$ cat src/rtl/hspd_pkg.sv
package hspd_pkg;

  // Table geometry.
  localparam int SLOT_COUNT  = 8;
  localparam int SLOT_W      = (SLOT_COUNT > 1) ? $clog2(SLOT_COUNT) : 1;
  localparam int SCAN_BYTES  = 8;
  localparam int STORE_BYTES = 8;
  localparam int STORE_W     = $clog2(STORE_BYTES);
  localparam int POS_W       = 7;
  localparam logic [POS_W-1:0] POS_MAX = '1;

  typedef enum logic [1:0] {
    OP_MOUNT   = 2'd0,
    OP_UNMOUNT = 2'd1,
    OP_BYTE    = 2'd2,
    OP_EMPTY   = 2'd3
  } op_e;

  typedef struct packed {
    op_e        op;
    logic [6:0] dev;
    logic [7:0] inst;
    logic [7:0] data;
    logic       last;
  } item_t;

  // Front to back: head of the command queue.
  typedef struct packed {
    logic  valid;
    item_t item;
  } link_t;

  typedef struct packed {
    logic       ok;
    logic [2:0] index;
    logic       press;
  } result_t;

endpackage

$ cat src/rtl/hspd_front.sv
module hspd_front (
  input  logic                clk_i,
  input  logic                rst_ni,
  input  logic                push,
  output logic                full,
  input  logic [1:0]          command_i,
  input  logic [6:0]          dev_address_i,
  input  logic [7:0]          interface_instance_i,
  input  logic [7:0]          report_byte_i,
  input  logic                last_byte_i,
  output hspd_pkg::link_t     link_o,
  input  logic                take_i
);

  hspd_pkg::item_t mem_q [2];
  hspd_pkg::item_t item_d;
  logic            wr_ptr_q, wr_ptr_d;
  logic            rd_ptr_q, rd_ptr_d;
  logic [1:0]      cnt_q, cnt_d;
  logic            push_ok;
  logic            pop_ok;

  assign full    = (cnt_q == 2'd2);
  assign push_ok = push && !full;
  assign pop_ok  = take_i && (cnt_q != 2'd0);

  // Decode the beat into a queued command.
  always_comb begin
    item_d.op   = hspd_pkg::op_e'(command_i);
    item_d.dev  = dev_address_i;
    item_d.inst = interface_instance_i;
    item_d.data = report_byte_i;
    item_d.last = last_byte_i;
  end

  always_comb begin
    wr_ptr_d = push_ok ? ~wr_ptr_q : wr_ptr_q;
    rd_ptr_d = pop_ok ? ~rd_ptr_q : rd_ptr_q;
    cnt_d    = cnt_q + {1'b0, push_ok} - {1'b0, pop_ok};
  end

  assign link_o.valid = (cnt_q != 2'd0);
  assign link_o.item  = mem_q[rd_ptr_q];

  always_ff @(posedge clk_i or negedge rst_ni) begin
    if (!rst_ni) begin
      wr_ptr_q <= 1'b0;
      rd_ptr_q <= 1'b0;
      cnt_q    <= 2'd0;
    end else begin
      wr_ptr_q <= wr_ptr_d;
      rd_ptr_q <= rd_ptr_d;
      cnt_q    <= cnt_d;
    end
  end

  always_ff @(posedge clk_i) begin
    if (push_ok) begin
      mem_q[wr_ptr_q] <= item_d;
    end
  end

`ifndef NO_ASSERTIONS
  a_cnt_range: assert property (@(posedge clk_i) disable iff (!rst_ni)
    cnt_q != 2'd3)
    else $error("command queue count out of range");

  a_push_grows: assert property (@(posedge clk_i) disable iff (!rst_ni)
    (push_ok && !pop_ok) |=> (cnt_q == $past(cnt_q) + 2'd1))
    else $error("accepted beat did not enter the command queue");

  a_pop_shrinks: assert property (@(posedge clk_i) disable iff (!rst_ni)
    (pop_ok && !push_ok) |=> (cnt_q == $past(cnt_q) - 2'd1))
    else $error("taken beat did not leave the command queue");
`endif

endmodule

$ cat src/rtl/hspd_back.sv
module hspd_back (
  input  logic                clk_i,
  input  logic                rst_ni,
  input  hspd_pkg::link_t     link_i,
  output logic                take_o,
  output logic                empty,
  input  logic                pop,
  output logic                slot_ok_o,
  output logic [2:0]          slot_index_o,
  output logic                press_detected_o
);

  localparam int SN = hspd_pkg::SLOT_COUNT;
  localparam int SW = hspd_pkg::SLOT_W;
  localparam int NB = hspd_pkg::STORE_BYTES;
  localparam int BW = hspd_pkg::STORE_W;
  localparam int PW = hspd_pkg::POS_W;

  // Slot table.
  logic [SN-1:0] used_q, used_d;
  logic [6:0]    dev_q  [SN];
  logic [6:0]    dev_d  [SN];
  logic [7:0]    inst_q [SN];
  logic [7:0]    inst_d [SN];
  logic [7:0]    prev_q [SN][NB];
  logic [7:0]    prev_d [SN][NB];

  // Report in progress.
  logic [PW-1:0] pos_q, pos_d;
  logic [SW-1:0] cur_slot_q, cur_slot_d;
  logic          cur_valid_q, cur_valid_d;
  logic          press_q, press_d;

  // Result queue.
  hspd_pkg::result_t res_mem_q [2];
  hspd_pkg::result_t res_d;
  logic              res_push;
  logic              res_wr_q, res_rd_q;
  logic [1:0]        res_cnt_q;
  logic              res_pop;

  hspd_pkg::item_t item;
  logic [SN-1:0]   hit;
  logic            hit_any, free_any;
  logic [SW-1:0]   hit_idx, free_idx;
  logic            claim_ok, claim_fresh;
  logic [SW-1:0]   claim_idx;
  logic            start;
  logic            rb_valid, rb_fresh;
  logic [SW-1:0]   rb_slot;
  logic [BW-1:0]   pos_sel;
  logic            in_store, in_scan;
  logic [7:0]      prev_byte;
  logic            press_acc;
  logic [SW-1:0]   res_slot;
  logic [SW+2:0]   idx_ext;

  assign item    = link_i.item;
  assign take_o  = link_i.valid && (res_cnt_q != 2'd2);
  assign empty   = (res_cnt_q == 2'd0);
  assign res_pop = pop && !empty;

  // Key compare against all slots in parallel; lowest index wins.
  always_comb begin
    hit_any  = 1'b0;
    free_any = 1'b0;
    hit_idx  = '0;
    free_idx = '0;
    for (int i = 0; i < SN; i++) begin
      hit[i] = used_q[i] && (dev_q[i] == item.dev) && (inst_q[i] == item.inst);
    end
    for (int i = SN - 1; i >= 0; i--) begin
      if (hit[i]) begin
        hit_any = 1'b1;
        hit_idx = SW'(i);
      end
      if (!used_q[i]) begin
        free_any = 1'b1;
        free_idx = SW'(i);
      end
    end
    claim_ok    = hit_any || free_any;
    claim_fresh = !hit_any && free_any;
    claim_idx   = hit_any ? hit_idx : free_idx;
  end

  // Report byte path.
  always_comb begin
    start     = (pos_q == '0);
    rb_valid  = start ? claim_ok : cur_valid_q;
    rb_slot   = start ? claim_idx : cur_slot_q;
    rb_fresh  = start && claim_fresh;
    in_store  = (pos_q < PW'(NB));
    in_scan   = (pos_q < PW'(hspd_pkg::SCAN_BYTES));
    pos_sel   = pos_q[BW-1:0];
    prev_byte = rb_fresh ? 8'h00 : prev_q[rb_slot][pos_sel];
    press_acc = (!start && press_q) ||
                (rb_valid && in_store && in_scan && ((item.data & ~prev_byte) != 8'h00));
  end

  always_comb begin
    used_d      = used_q;
    dev_d       = dev_q;
    inst_d      = inst_q;
    prev_d      = prev_q;
    pos_d       = pos_q;
    cur_slot_d  = cur_slot_q;
    cur_valid_d = cur_valid_q;
    press_d     = press_q;
    res_push    = 1'b0;
    res_slot    = '0;
    res_d.ok    = 1'b0;
    res_d.press = 1'b0;

    if (take_o) begin
      case (item.op)
        hspd_pkg::OP_MOUNT, hspd_pkg::OP_EMPTY: begin
          pos_d       = '0;
          cur_valid_d = 1'b0;
          press_d     = 1'b0;
          if (claim_fresh) begin
            used_d[free_idx] = 1'b1;
            dev_d[free_idx]  = item.dev;
            inst_d[free_idx] = item.inst;
          end
          // A fresh slot starts clear; an empty report clears a reused one.
          if (claim_fresh || (claim_ok && item.op == hspd_pkg::OP_EMPTY)) begin
            for (int j = 0; j < NB; j++) begin
              prev_d[claim_idx][j] = 8'h00;
            end
          end
          res_push = 1'b1;
          res_d.ok = claim_ok;
          res_slot = claim_ok ? claim_idx : '0;
        end
        hspd_pkg::OP_UNMOUNT: begin
          pos_d       = '0;
          cur_valid_d = 1'b0;
          press_d     = 1'b0;
          if (hit_any) begin
            used_d[hit_idx] = 1'b0;
            for (int j = 0; j < NB; j++) begin
              prev_d[hit_idx][j] = 8'h00;
            end
          end
          res_push = 1'b1;
          res_d.ok = hit_any;
          res_slot = hit_any ? hit_idx : '0;
        end
        default: begin
          if (rb_fresh) begin
            used_d[free_idx] = 1'b1;
            dev_d[free_idx]  = item.dev;
            inst_d[free_idx] = item.inst;
          end
          if (start) begin
            cur_valid_d = claim_ok;
            cur_slot_d  = claim_ok ? claim_idx : '0;
          end
          if (rb_valid && in_store) begin
            for (int j = 0; j < NB; j++) begin
              if (BW'(j) == pos_sel) begin
                prev_d[rb_slot][j] = item.data;
              end else if (rb_fresh || (item.last && (BW'(j) > pos_sel))) begin
                prev_d[rb_slot][j] = 8'h00;
              end
            end
          end
          if (!item.last) begin
            pos_d   = (pos_q == hspd_pkg::POS_MAX) ? pos_q : pos_q + PW'(1);
            press_d = press_acc;
          end else begin
            pos_d       = '0;
            cur_valid_d = 1'b0;
            press_d     = 1'b0;
            res_push    = 1'b1;
            res_d.ok    = rb_valid;
            res_slot    = rb_valid ? rb_slot : '0;
            res_d.press = rb_valid && press_acc;
          end
        end
      endcase
    end

    idx_ext     = {3'b000, res_slot};
    res_d.index = idx_ext[2:0];
  end

  always_ff @(posedge clk_i or negedge rst_ni) begin
    if (!rst_ni) begin
      used_q      <= '0;
      pos_q       <= '0;
      cur_slot_q  <= '0;
      cur_valid_q <= 1'b0;
      press_q     <= 1'b0;
      res_wr_q    <= 1'b0;
      res_rd_q    <= 1'b0;
      res_cnt_q   <= 2'd0;
      for (int i = 0; i < SN; i++) begin
        dev_q[i]  <= '0;
        inst_q[i] <= '0;
        for (int j = 0; j < NB; j++) begin
          prev_q[i][j] <= '0;
        end
      end
    end else begin
      used_q      <= used_d;
      dev_q       <= dev_d;
      inst_q      <= inst_d;
      prev_q      <= prev_d;
      pos_q       <= pos_d;
      cur_slot_q  <= cur_slot_d;
      cur_valid_q <= cur_valid_d;
      press_q     <= press_d;
      res_wr_q    <= res_push ? ~res_wr_q : res_wr_q;
      res_rd_q    <= res_pop ? ~res_rd_q : res_rd_q;
      res_cnt_q   <= res_cnt_q + {1'b0, res_push} - {1'b0, res_pop};
    end
  end

  always_ff @(posedge clk_i) begin
    if (res_push) begin
      res_mem_q[res_wr_q] <= res_d;
    end
  end

  assign slot_ok_o        = res_mem_q[res_rd_q].ok;
  assign slot_index_o     = res_mem_q[res_rd_q].index;
  assign press_detected_o = res_mem_q[res_rd_q].press;

`ifndef NO_ASSERTIONS
  a_cur_slot_used: assert property (@(posedge clk_i) disable iff (!rst_ni)
    cur_valid_q |-> used_q[cur_slot_q])
    else $error("report in progress points at a free slot");

  a_idle_tracker: assert property (@(posedge clk_i) disable iff (!rst_ni)
    (pos_q == '0) |-> (!cur_valid_q && !press_q))
    else $error("report tracker not cleared between reports");

  a_press_needs_slot: assert property (@(posedge clk_i) disable iff (!rst_ni)
    press_q |-> cur_valid_q)
    else $error("press recorded without a claimed slot");
`endif

endmodule

$ cat src/rtl/hid_slot_press_detector.sv
// Channel   Handshake        Payload
// input     push / full      command_i, dev_address_i, interface_instance_i,
//                            report_byte_i, last_byte_i
// result    pop / empty      slot_ok_o, slot_index_o, press_detected_o
//
// The back end executes one queued beat per cycle while its result queue has
// room, so the block sustains one input beat per cycle; a combinational slot
// lookup and table update set that. A result is registered in the result queue.
// Reset is asynchronous and leaves every slot free; there is no clearing pass.
// Each side has a two-entry queue, so a stalled result side holds back the
// input only once both queues are full.
module hid_slot_press_detector (
  input  logic       clk_i,
  input  logic       rst_ni,
  input  logic       push,
  output logic       full,
  input  logic [1:0] command_i,
  input  logic [6:0] dev_address_i,
  input  logic [7:0] interface_instance_i,
  input  logic [7:0] report_byte_i,
  input  logic       last_byte_i,
  output logic       empty,
  input  logic       pop,
  output logic       slot_ok_o,
  output logic [2:0] slot_index_o,
  output logic       press_detected_o
);

  // Head of the command queue, handed from the front end to the back end.
  hspd_pkg::link_t link;
  // The back end takes the head beat whenever its result queue has room.
  logic            take;

  // Front end: accepts beats, decodes the command and buffers them.
  hspd_front u_front (
    .clk_i                (clk_i),
    .rst_ni               (rst_ni),
    .push                 (push),
    .full                 (full),
    .command_i            (command_i),
    .dev_address_i        (dev_address_i),
    .interface_instance_i (interface_instance_i),
    .report_byte_i        (report_byte_i),
    .last_byte_i          (last_byte_i),
    .link_o               (link),
    .take_i               (take)
  );

  // Back end: slot table, report tracking, press detection and the result
  // queue. Mount, unmount and empty report give one result each; report
  // bytes give a result only on the last byte of the report.
  hspd_back u_back (
    .clk_i            (clk_i),
    .rst_ni           (rst_ni),
    .link_i           (link),
    .take_o           (take),
    .empty            (empty),
    .pop              (pop),
    .slot_ok_o        (slot_ok_o),
    .slot_index_o     (slot_index_o),
    .press_detected_o (press_detected_o)
  );

endmodule
$ cat config.mk
export PLATFORM = sky130hd
export DESIGN_NAME = hid_slot_press_detector
export DESIGN_NICKNAME = d
export VERILOG_FILES = /design/src/rtl/hspd_pkg.sv /design/src/rtl/hspd_front.sv /design/src/rtl/hspd_back.sv /design/src/rtl/hid_slot_press_detector.sv
export SDC_FILE = /design/constraint.sdc
export NUM_CORES = 2
export LEC_CHECK = 0
export ABC_AREA = 1
export BUFFER_PORTS_ARGS = -buffer_cell sky130_fd_sc_hd__buf_2
export CAP_MARGIN = 20
export CELL_PAD_IN_SITES_DETAIL_PLACEMENT = 0
export CELL_PAD_IN_SITES_GLOBAL_PLACEMENT = 1
export CORE_UTILIZATION = 35
export CTS_CLUSTER_DIAMETER = 80
export DETAILED_ROUTE_END_ITERATION = 12
export GPL_TIMING_DRIVEN = 0
export PLACE_DENSITY_LB_ADDON = 0.1
export SYNTH_ARGS = -nofsm -noshare
export SYNTH_HDL_FRONTEND = slang
export SYNTH_SLANG_ARGS = --single-unit
$ cat constraint.sdc
create_clock -name clk_i -period 4.11 [get_ports clk_i]
set_input_delay 0.6165 -clock clk_i [delete_from_list [all_inputs] [get_ports clk_i]]
set_output_delay 0.6165 -clock clk_i [all_outputs]
set_load 0.02 [all_outputs]
======== Word-level counts from Yosys, hierarchy flattened ========
Memories as Yosys holds them, arrays and structs flattened.
Index checks and enable logic that the tools add are counted.
W data, S select, Z words.
operators by class
  add/subtract/negate cells ............... 5
  order comparisons ....................... 22
  eq/ne operators ......................... 32
  multiplexer cells ....................... 185
  bitwise logic cells ..................... 64
  reduce and logical (&&, ||, !) cells .... 73
operators with widths
  cell                 number
  $mux W512            40
  $and A512 B512 Y512  24
  $not A512 Y512       24
  $demux W64 S3        24
  $bwmux W512          8
  $pmux W512 S2        1
  $mux W64             7
  $mux W56             5
  $bmux W64 S3         1
  $mux W48             3
  $pmux W64 S2         1
  $mux W40             3
  $pmux W56 S2         1
  $mux W32             3
  $mux W8              10
  $mux W24             3
  $mux W3              23
  $bwmux W64           1
  $eq A8 B8 Y1         8
  $bwmux W56           1
  $eq A7 B7 Y1         8
  $mux W16             3
  $logic_and A1 B1 Y1  42
  $mux W1              35
  46 further kinds     102
storage, ports and cells
  register bits ........................... 660
  memory bits (writable) .................. 62
  input port bits ......................... 30
  output and inout bits ................... 7
  word-level logic and storage cells ...... 474
  memories ................................ 2
memory list
  memory            words  width  read ports  clocked after Yosys merged registers in  write ports  RTL line          text
  u_front.mem_q     2      26     1           0                                        1            hspd_front.sv:15  hspd_pkg::item_t mem_q [2];
  u_back.res_mem_q  2      5      1           0                                        1            hspd_back.sv:35   hspd_pkg::result_t res_mem_q [2];

======== Depth between registers and ports, before layout ========
An unclocked memory read counts as a cell.
  depth in word-level cells ............... 67
  depth in mapped cells ................... 40

======== Hierarchy ========
From an unflattened synthesis, not the netlist that was laid out.
second synthesis, totals
  cell total of the unflattened synthesis .. 5716
  area total of the unflattened synthesis .. 41808.8 sq um
modules (own cells, without submodules)
  module      times used  cells each  area each (sq um)
  hspd_back   1           5548        39648.0
  hspd_front  1           168         2160.8

======== Worst setup path after synthesis ========
No wires, ideal clock.
  path kind ............................... register to register
  start ................................... register u_front.rd_ptr_q
  end ..................................... register u_back.prev_q[88] (netlist bit)
  library setup time ...................... 142 ps
  arrival time ............................ 3309 ps
  data required time ...................... 3968 ps
  slack ................................... 659 ps
  cell stages (with the launch flop) ...... 21
  path buffers ............................ 6
  path through ............................ dfrtp_1 inv_2 buf_6 buf_6 clkbuf_1 or2_2 o21ai_0 inv_1 ha_1 clkbuf_1 inv_1 o21ai_1 inv_1 nand3_2 inv_2 nand2_1 inv_1 nand2_1 buf_2 buf_2 o22ai_1
on the way
  cells in the longest elaborated chain, start to end .. 64
  elaborated cells on any way between the ends .. 219
  classes of those cells .................. order compare (6); eq/ne (20); mux (95); bitwise (51); reduce/logical (46); memory (1)
ends and longest elaborated chain
  item                                                    RTL line                            text
  start: declaration                                      hspd_front.sv:18                    logic rd_ptr_q, rd_ptr_d;
  start signal: assignment                                hspd_front.sv:52                    rd_ptr_q <= rd_ptr_d;
  $mem_v2 Z2 W26 *                                        --
  $eq A7 B7 Y1                                            hspd_back.sv:70                     hit[i] = used_q[i] && (dev_q[i] == item.dev) && (inst_q[i] == item.inst);
  $logic_and A1 B1 Y1 (2 in a row)                        hspd_back.sv:70
  $mux W3 / $mux W1 (equally long branches) (8 in a row)  hspd_back.sv:73                     if (hit[i]) begin
  $mux W3                                                 hspd_back.sv:84                     claim_idx = hit_any ? hit_idx : free_idx;
  $mux W3                                                 hspd_back.sv:91                     rb_slot = start ? claim_idx : cur_slot_q;
  $not A3 Y4 (not written as such)                        hspd_back.sv:163, hspd_back.sv:165
  $demux W64 S3                                           hspd_back.sv:163, hspd_back.sv:165
  [... 40 more ...]                                       --
  $mux W512                                               hspd_back.sv:160                    if (rb_valid && in_store) begin
  $mux W512                                               hspd_back.sv:116                    case (item.op)
  $mux W512                                               hspd_back.sv:115                    if (take_o) begin
  $and A512 B512 Y512 (no line)                           --
  $mux W512                                               hspd_back.sv:164                    end else if (rb_fresh || (item.last && (BW'(j) > pos_sel))) begin
  $mux W512                                               hspd_back.sv:162                    if (BW'(j) == pos_sel) begin
  $mux W512                                               hspd_back.sv:160
  $pmux W512 S2                                           hspd_back.sv:116
  end signal: assignment                                  hspd_back.sv:210                    prev_q <= prev_d;
  end: declaration                                        hspd_back.sv:25                     logic [7:0] prev_q [SN][NB];
Every way passes the cells marked *; elsewhere a longest branch is shown, timed or not. The select of a mux whose other input is x is not followed.
A chain may end at the register's enable or synchronous reset.

==> results.json <==
{
  "synthAdderAreaFrac_pct": 0.3591,
  "wirelength_mm": 265.2,
  "grt_pass1_vias": 37990,
  "critPathMaxFanout": 10,
  "crit_arrival_ns": 5.62,
  "holdCritPathClass": "input port to flip-flop",
  "reg2reg_setup_slack_ns": -1.08,
  "power_leakage_uw": 0.02206,
  "synth_simple_gate_area_share_pct": 28.62,
  "clk-insertion-delay-late_ns": 0.72,
  "irDropWorstVdd_mv": 0.5288,
  "synth_top_family_by_area": "simple AND/OR/NAND/NOR gates",
  "critPathLaunchType": "flip-flop",
  "n_fill_cell": 11180,
  "fmax_mhz": 192.8,
  "cts_tree": "yes",
  "critPathKind": "flip-flop to flip-flop",
  "numCtsBuffers": 90,
  "ioPinCount": 37,
  "critPathCaptureType": "flip-flop",
  "maxSlewHeadroom_pct": 11.95,
  "overflow": 0,
  "rr_worst_depth": 34,
  "wl_per_cell_um": 38.99,
  "drc": 0,
  "synth-compound-area-share_pct": 13.51,
  "gp_congestion": 1.124,
  "ys_ff_latch": 722,
  "die_w_um": 332.9,
  "first_iter_violations": 6890,
  "drtPass1Iterations": 8,
  "core_mm2": 0.1087,
  "cp_slowest_cell": "dfrtp_2",
  "antenna_found_initial": 17,
  "rr_startpoint": "u_front.rd_ptr_q",
  "setup_ws_ns": -1.076,
  "worstReg2RegEnd": "u_back.res_mem_q[1][0]",
  "viasPerCell": 6.163,
  "row_count": 121,
  "drt-met1-wl_mm": 109.7,
  "synth_area_mm2": 0.03833,
  "synth_top_area_share_pct": 43.09,
  "synthXorXnorAreaFrac_pct": 0.1600,
  "cts.sink_count": 722,
  "post-route-util_pct": 44.80,
  "p_total_uw": 48210,
  "cpMostUsedCell": "nand2_1",
  "async_reset_ff_share_pct": 91.41,
  "clkSlewWorstSetupHoldPaths_ns": 0.06,
  "violations": "setup timing",
  "layout_worst_path_cycle_share_pct": 126.2,
  "initial_utilization_pct": 35.26,
  "mostFrequentLayoutCells": "nand2_1 (1,249), dfrtp_1 (659), inv_1 (642)",
  "cp.required_ns": 4.55,
  "die_h_um": 332.9,
  "vias": 41930,
  "final_common_cell": "nand2_1",
  "yosysWarnings": 0,
  "wl_met3_mm": 41.10,
  "cts-root-buf": "clkbuf_16",
  "synth_area_per_cell_um2": 7.661,
  "cts_max_path_buffers": 3,
  "skew_ns": 0.03739,
  "area_growth_syn_to_layout_pct": 27.06,
  "synthFlopType": "dfrtp_1",
  "cpPeakStageDelay_ns": 0.41,
  "drive_above_1_share_pct": 17.64,
  "setup_viol": 536,
  "synth_area_leaders": "dfrtp_1 (43%), nand2_1 (14%), inv_1 (6.4%)",
  "hold_viol": 0,
  "outcome": "finished with violations",
  "gr-usage-all-layers_pct": 46.58,
  "power_density_mw_per_mm2": 990.0,
  "synth_edf_count": 62,
  "fp.dieArea_mm2": 0.1108,
  "yosysSeqAreaShare_pct": 47.95,
  "grt_max_degree": 113,
  "synth.largest_area_cell": "dfrtp_1",
  "postRouteAntennaNets": 0,
  "portBuffers": 36,
  "maxCapViolations": 0,
  "synthMuxAreaShare_pct": 0,
  "min_from": "command_i[0]",
  "htreeDepth": 3,
  "wl_met2_mm": 97.55,
  "hpwlAfterDp_mm": 199.3,
  "min_period_ns": 5.186,
  "rsz0062_at_grt": "yes",
  "top_layer": "met5",
  "synthCells": 5003,
  "nets": 5356,
  "yosysUniqueCellTypes": 57,
  "maxSlewViolCount": 0,
  "hold_path_end": "u_front.mem_q[0][24]",
  "syn_nets": 5044,
  "whs_path_depth": 1,
  "worstMarginPinSlew_ns": 1.315,
  "grt_pass1_wl_mm": 344.5
}
==> sequential cells by signal, summed over array words and instances, names as in the netlist <==
signal and cells:
u_back.res_wr_q 1, u_back.res_cnt_q 2, u_back.res_rd_q 1, u_back.pos_q 7
u_back.used_q 8, u_back.cur_valid_q 1, u_front.wr_ptr_q 1, u_front.rd_ptr_q 1
u_back.inst_q 64, u_back.press_q 1, u_back.prev_q 512, u_front.cnt_q 2
u_back.res_mem_q 10, u_front.mem_q 52, u_back.cur_slot_q 3, u_back.dev_q 56
==> per-layer routing <==
layer  global-route usage [%]  vias to the layer above
met2                    58.34                     3089
met3                    23.70                      655
met5                    1.086                        -
met4                    24.57                       12
met1                    63.58                    20960
li1                         -                    17220
==> cell type report <==
cell class | count | area [um2] | share of cell area (%)
multi-input combinational | 3372 | 18550 | 38.09
sequential | 722 | 18380 | 37.74
clock buffer | 134 | 2620 | 5.380
timing repair buffer | 224 | 2603 | 5.344
inverter | 673 | 2603 | 5.344
buffer | 232 | 1858 | 3.815
tap | 1414 | 1769 | 3.633
clock inverter | 24 | 299.0 | 0.6141
antenna | 8 | 20.02 | 0.04111
==> worst max-delay path by stage <==
stage | endpoint | start | slack, ns | cells after the start
after floorplan | u_back.prev_q[88] | u_front.rd_ptr_q | 0.66 | 20
after detailed placement | u_back.res_mem_q[1][0] | u_front.rd_ptr_q | -3.25 | 30
after CTS | u_back.res_mem_q[0][0] | u_front.rd_ptr_q | -1.34 | 35
final | u_back.res_mem_q[1][0] | u_front.rd_ptr_q | -1.08 | 34
after global placement | u_back.prev_q[248] | rst_ni | -12.93 | 1
after global routing | u_back.res_mem_q[0][0] | u_front.rd_ptr_q | -1.07 | 36
==> per-stage QoR <==
step	setup slack (ns)	hold WS, ns	cell area [um2]	std cells	TNS, ns
3_5_place_dp	-3.255	0.4640	41010	6498	-1234.42
5_1_grt	-1.075	0.09726	48680	6795	-276.88
6_report	-1.076	0.1129	48700	6803	-228.34
2_1_floorplan	0.6591	0.3209	38330	5003	0
4_1_cts	-1.340	0.08218	46170	6701	-249.91
3_3_place_gp	-12.93	0.4577	40280	6453	-9806.99
==> critical path, delay by kind of cell, from the launching register on <==
kind                   cells  cell delay, ns
and+or+nand+nor           25            2.97
AOI/OAI and AO/OA          1            0.06
buffers and inverters      8            1.41
DFF                        1            0.41
==> cell families after synthesis <==
family | Yosys count
simple gates | 2484
buf+inv | 909
flops | 722
xor+xnor | 7
fa+ha+maj | 11
compound gates | 870
==> Yosys cell counts, drive strengths merged (6+ instances only) <==
master	n
inv	667
nor4	7
nor3	36
edfxtp	62
a211oi	16
o22ai	150
nand2	1444
ha	11
nand4	226
or2	14
o211ai	10
a31oi	10
clkinv	6
nand3	268
a21oi	60
dfrtp	660
clkbuf	120
nor2	365
buf	116
o32ai	97
o21ai	505
nand3b	117
==> where the power goes <==
group / internal [uW] / switching, uW
combinational: 7930 / 23100
sequential: 8200 / 772
clock: 4760 / 3440
==> repair_timing <==
| item | 4_1_cts | 5_1_grt |
|---|---|---|
| setup buffers | 42 | 83 |
| pin swaps | 36 | 136 |
| gates resized for setup | 467 | 457 |
| cloned | 3 | 8 |
| hold endpoints to repair | 33 | 0 |
| hold buffers | 1 | 0 |
| setup endpoints to repair | 675 | 613 |
(Power assumes the default switching activity.)
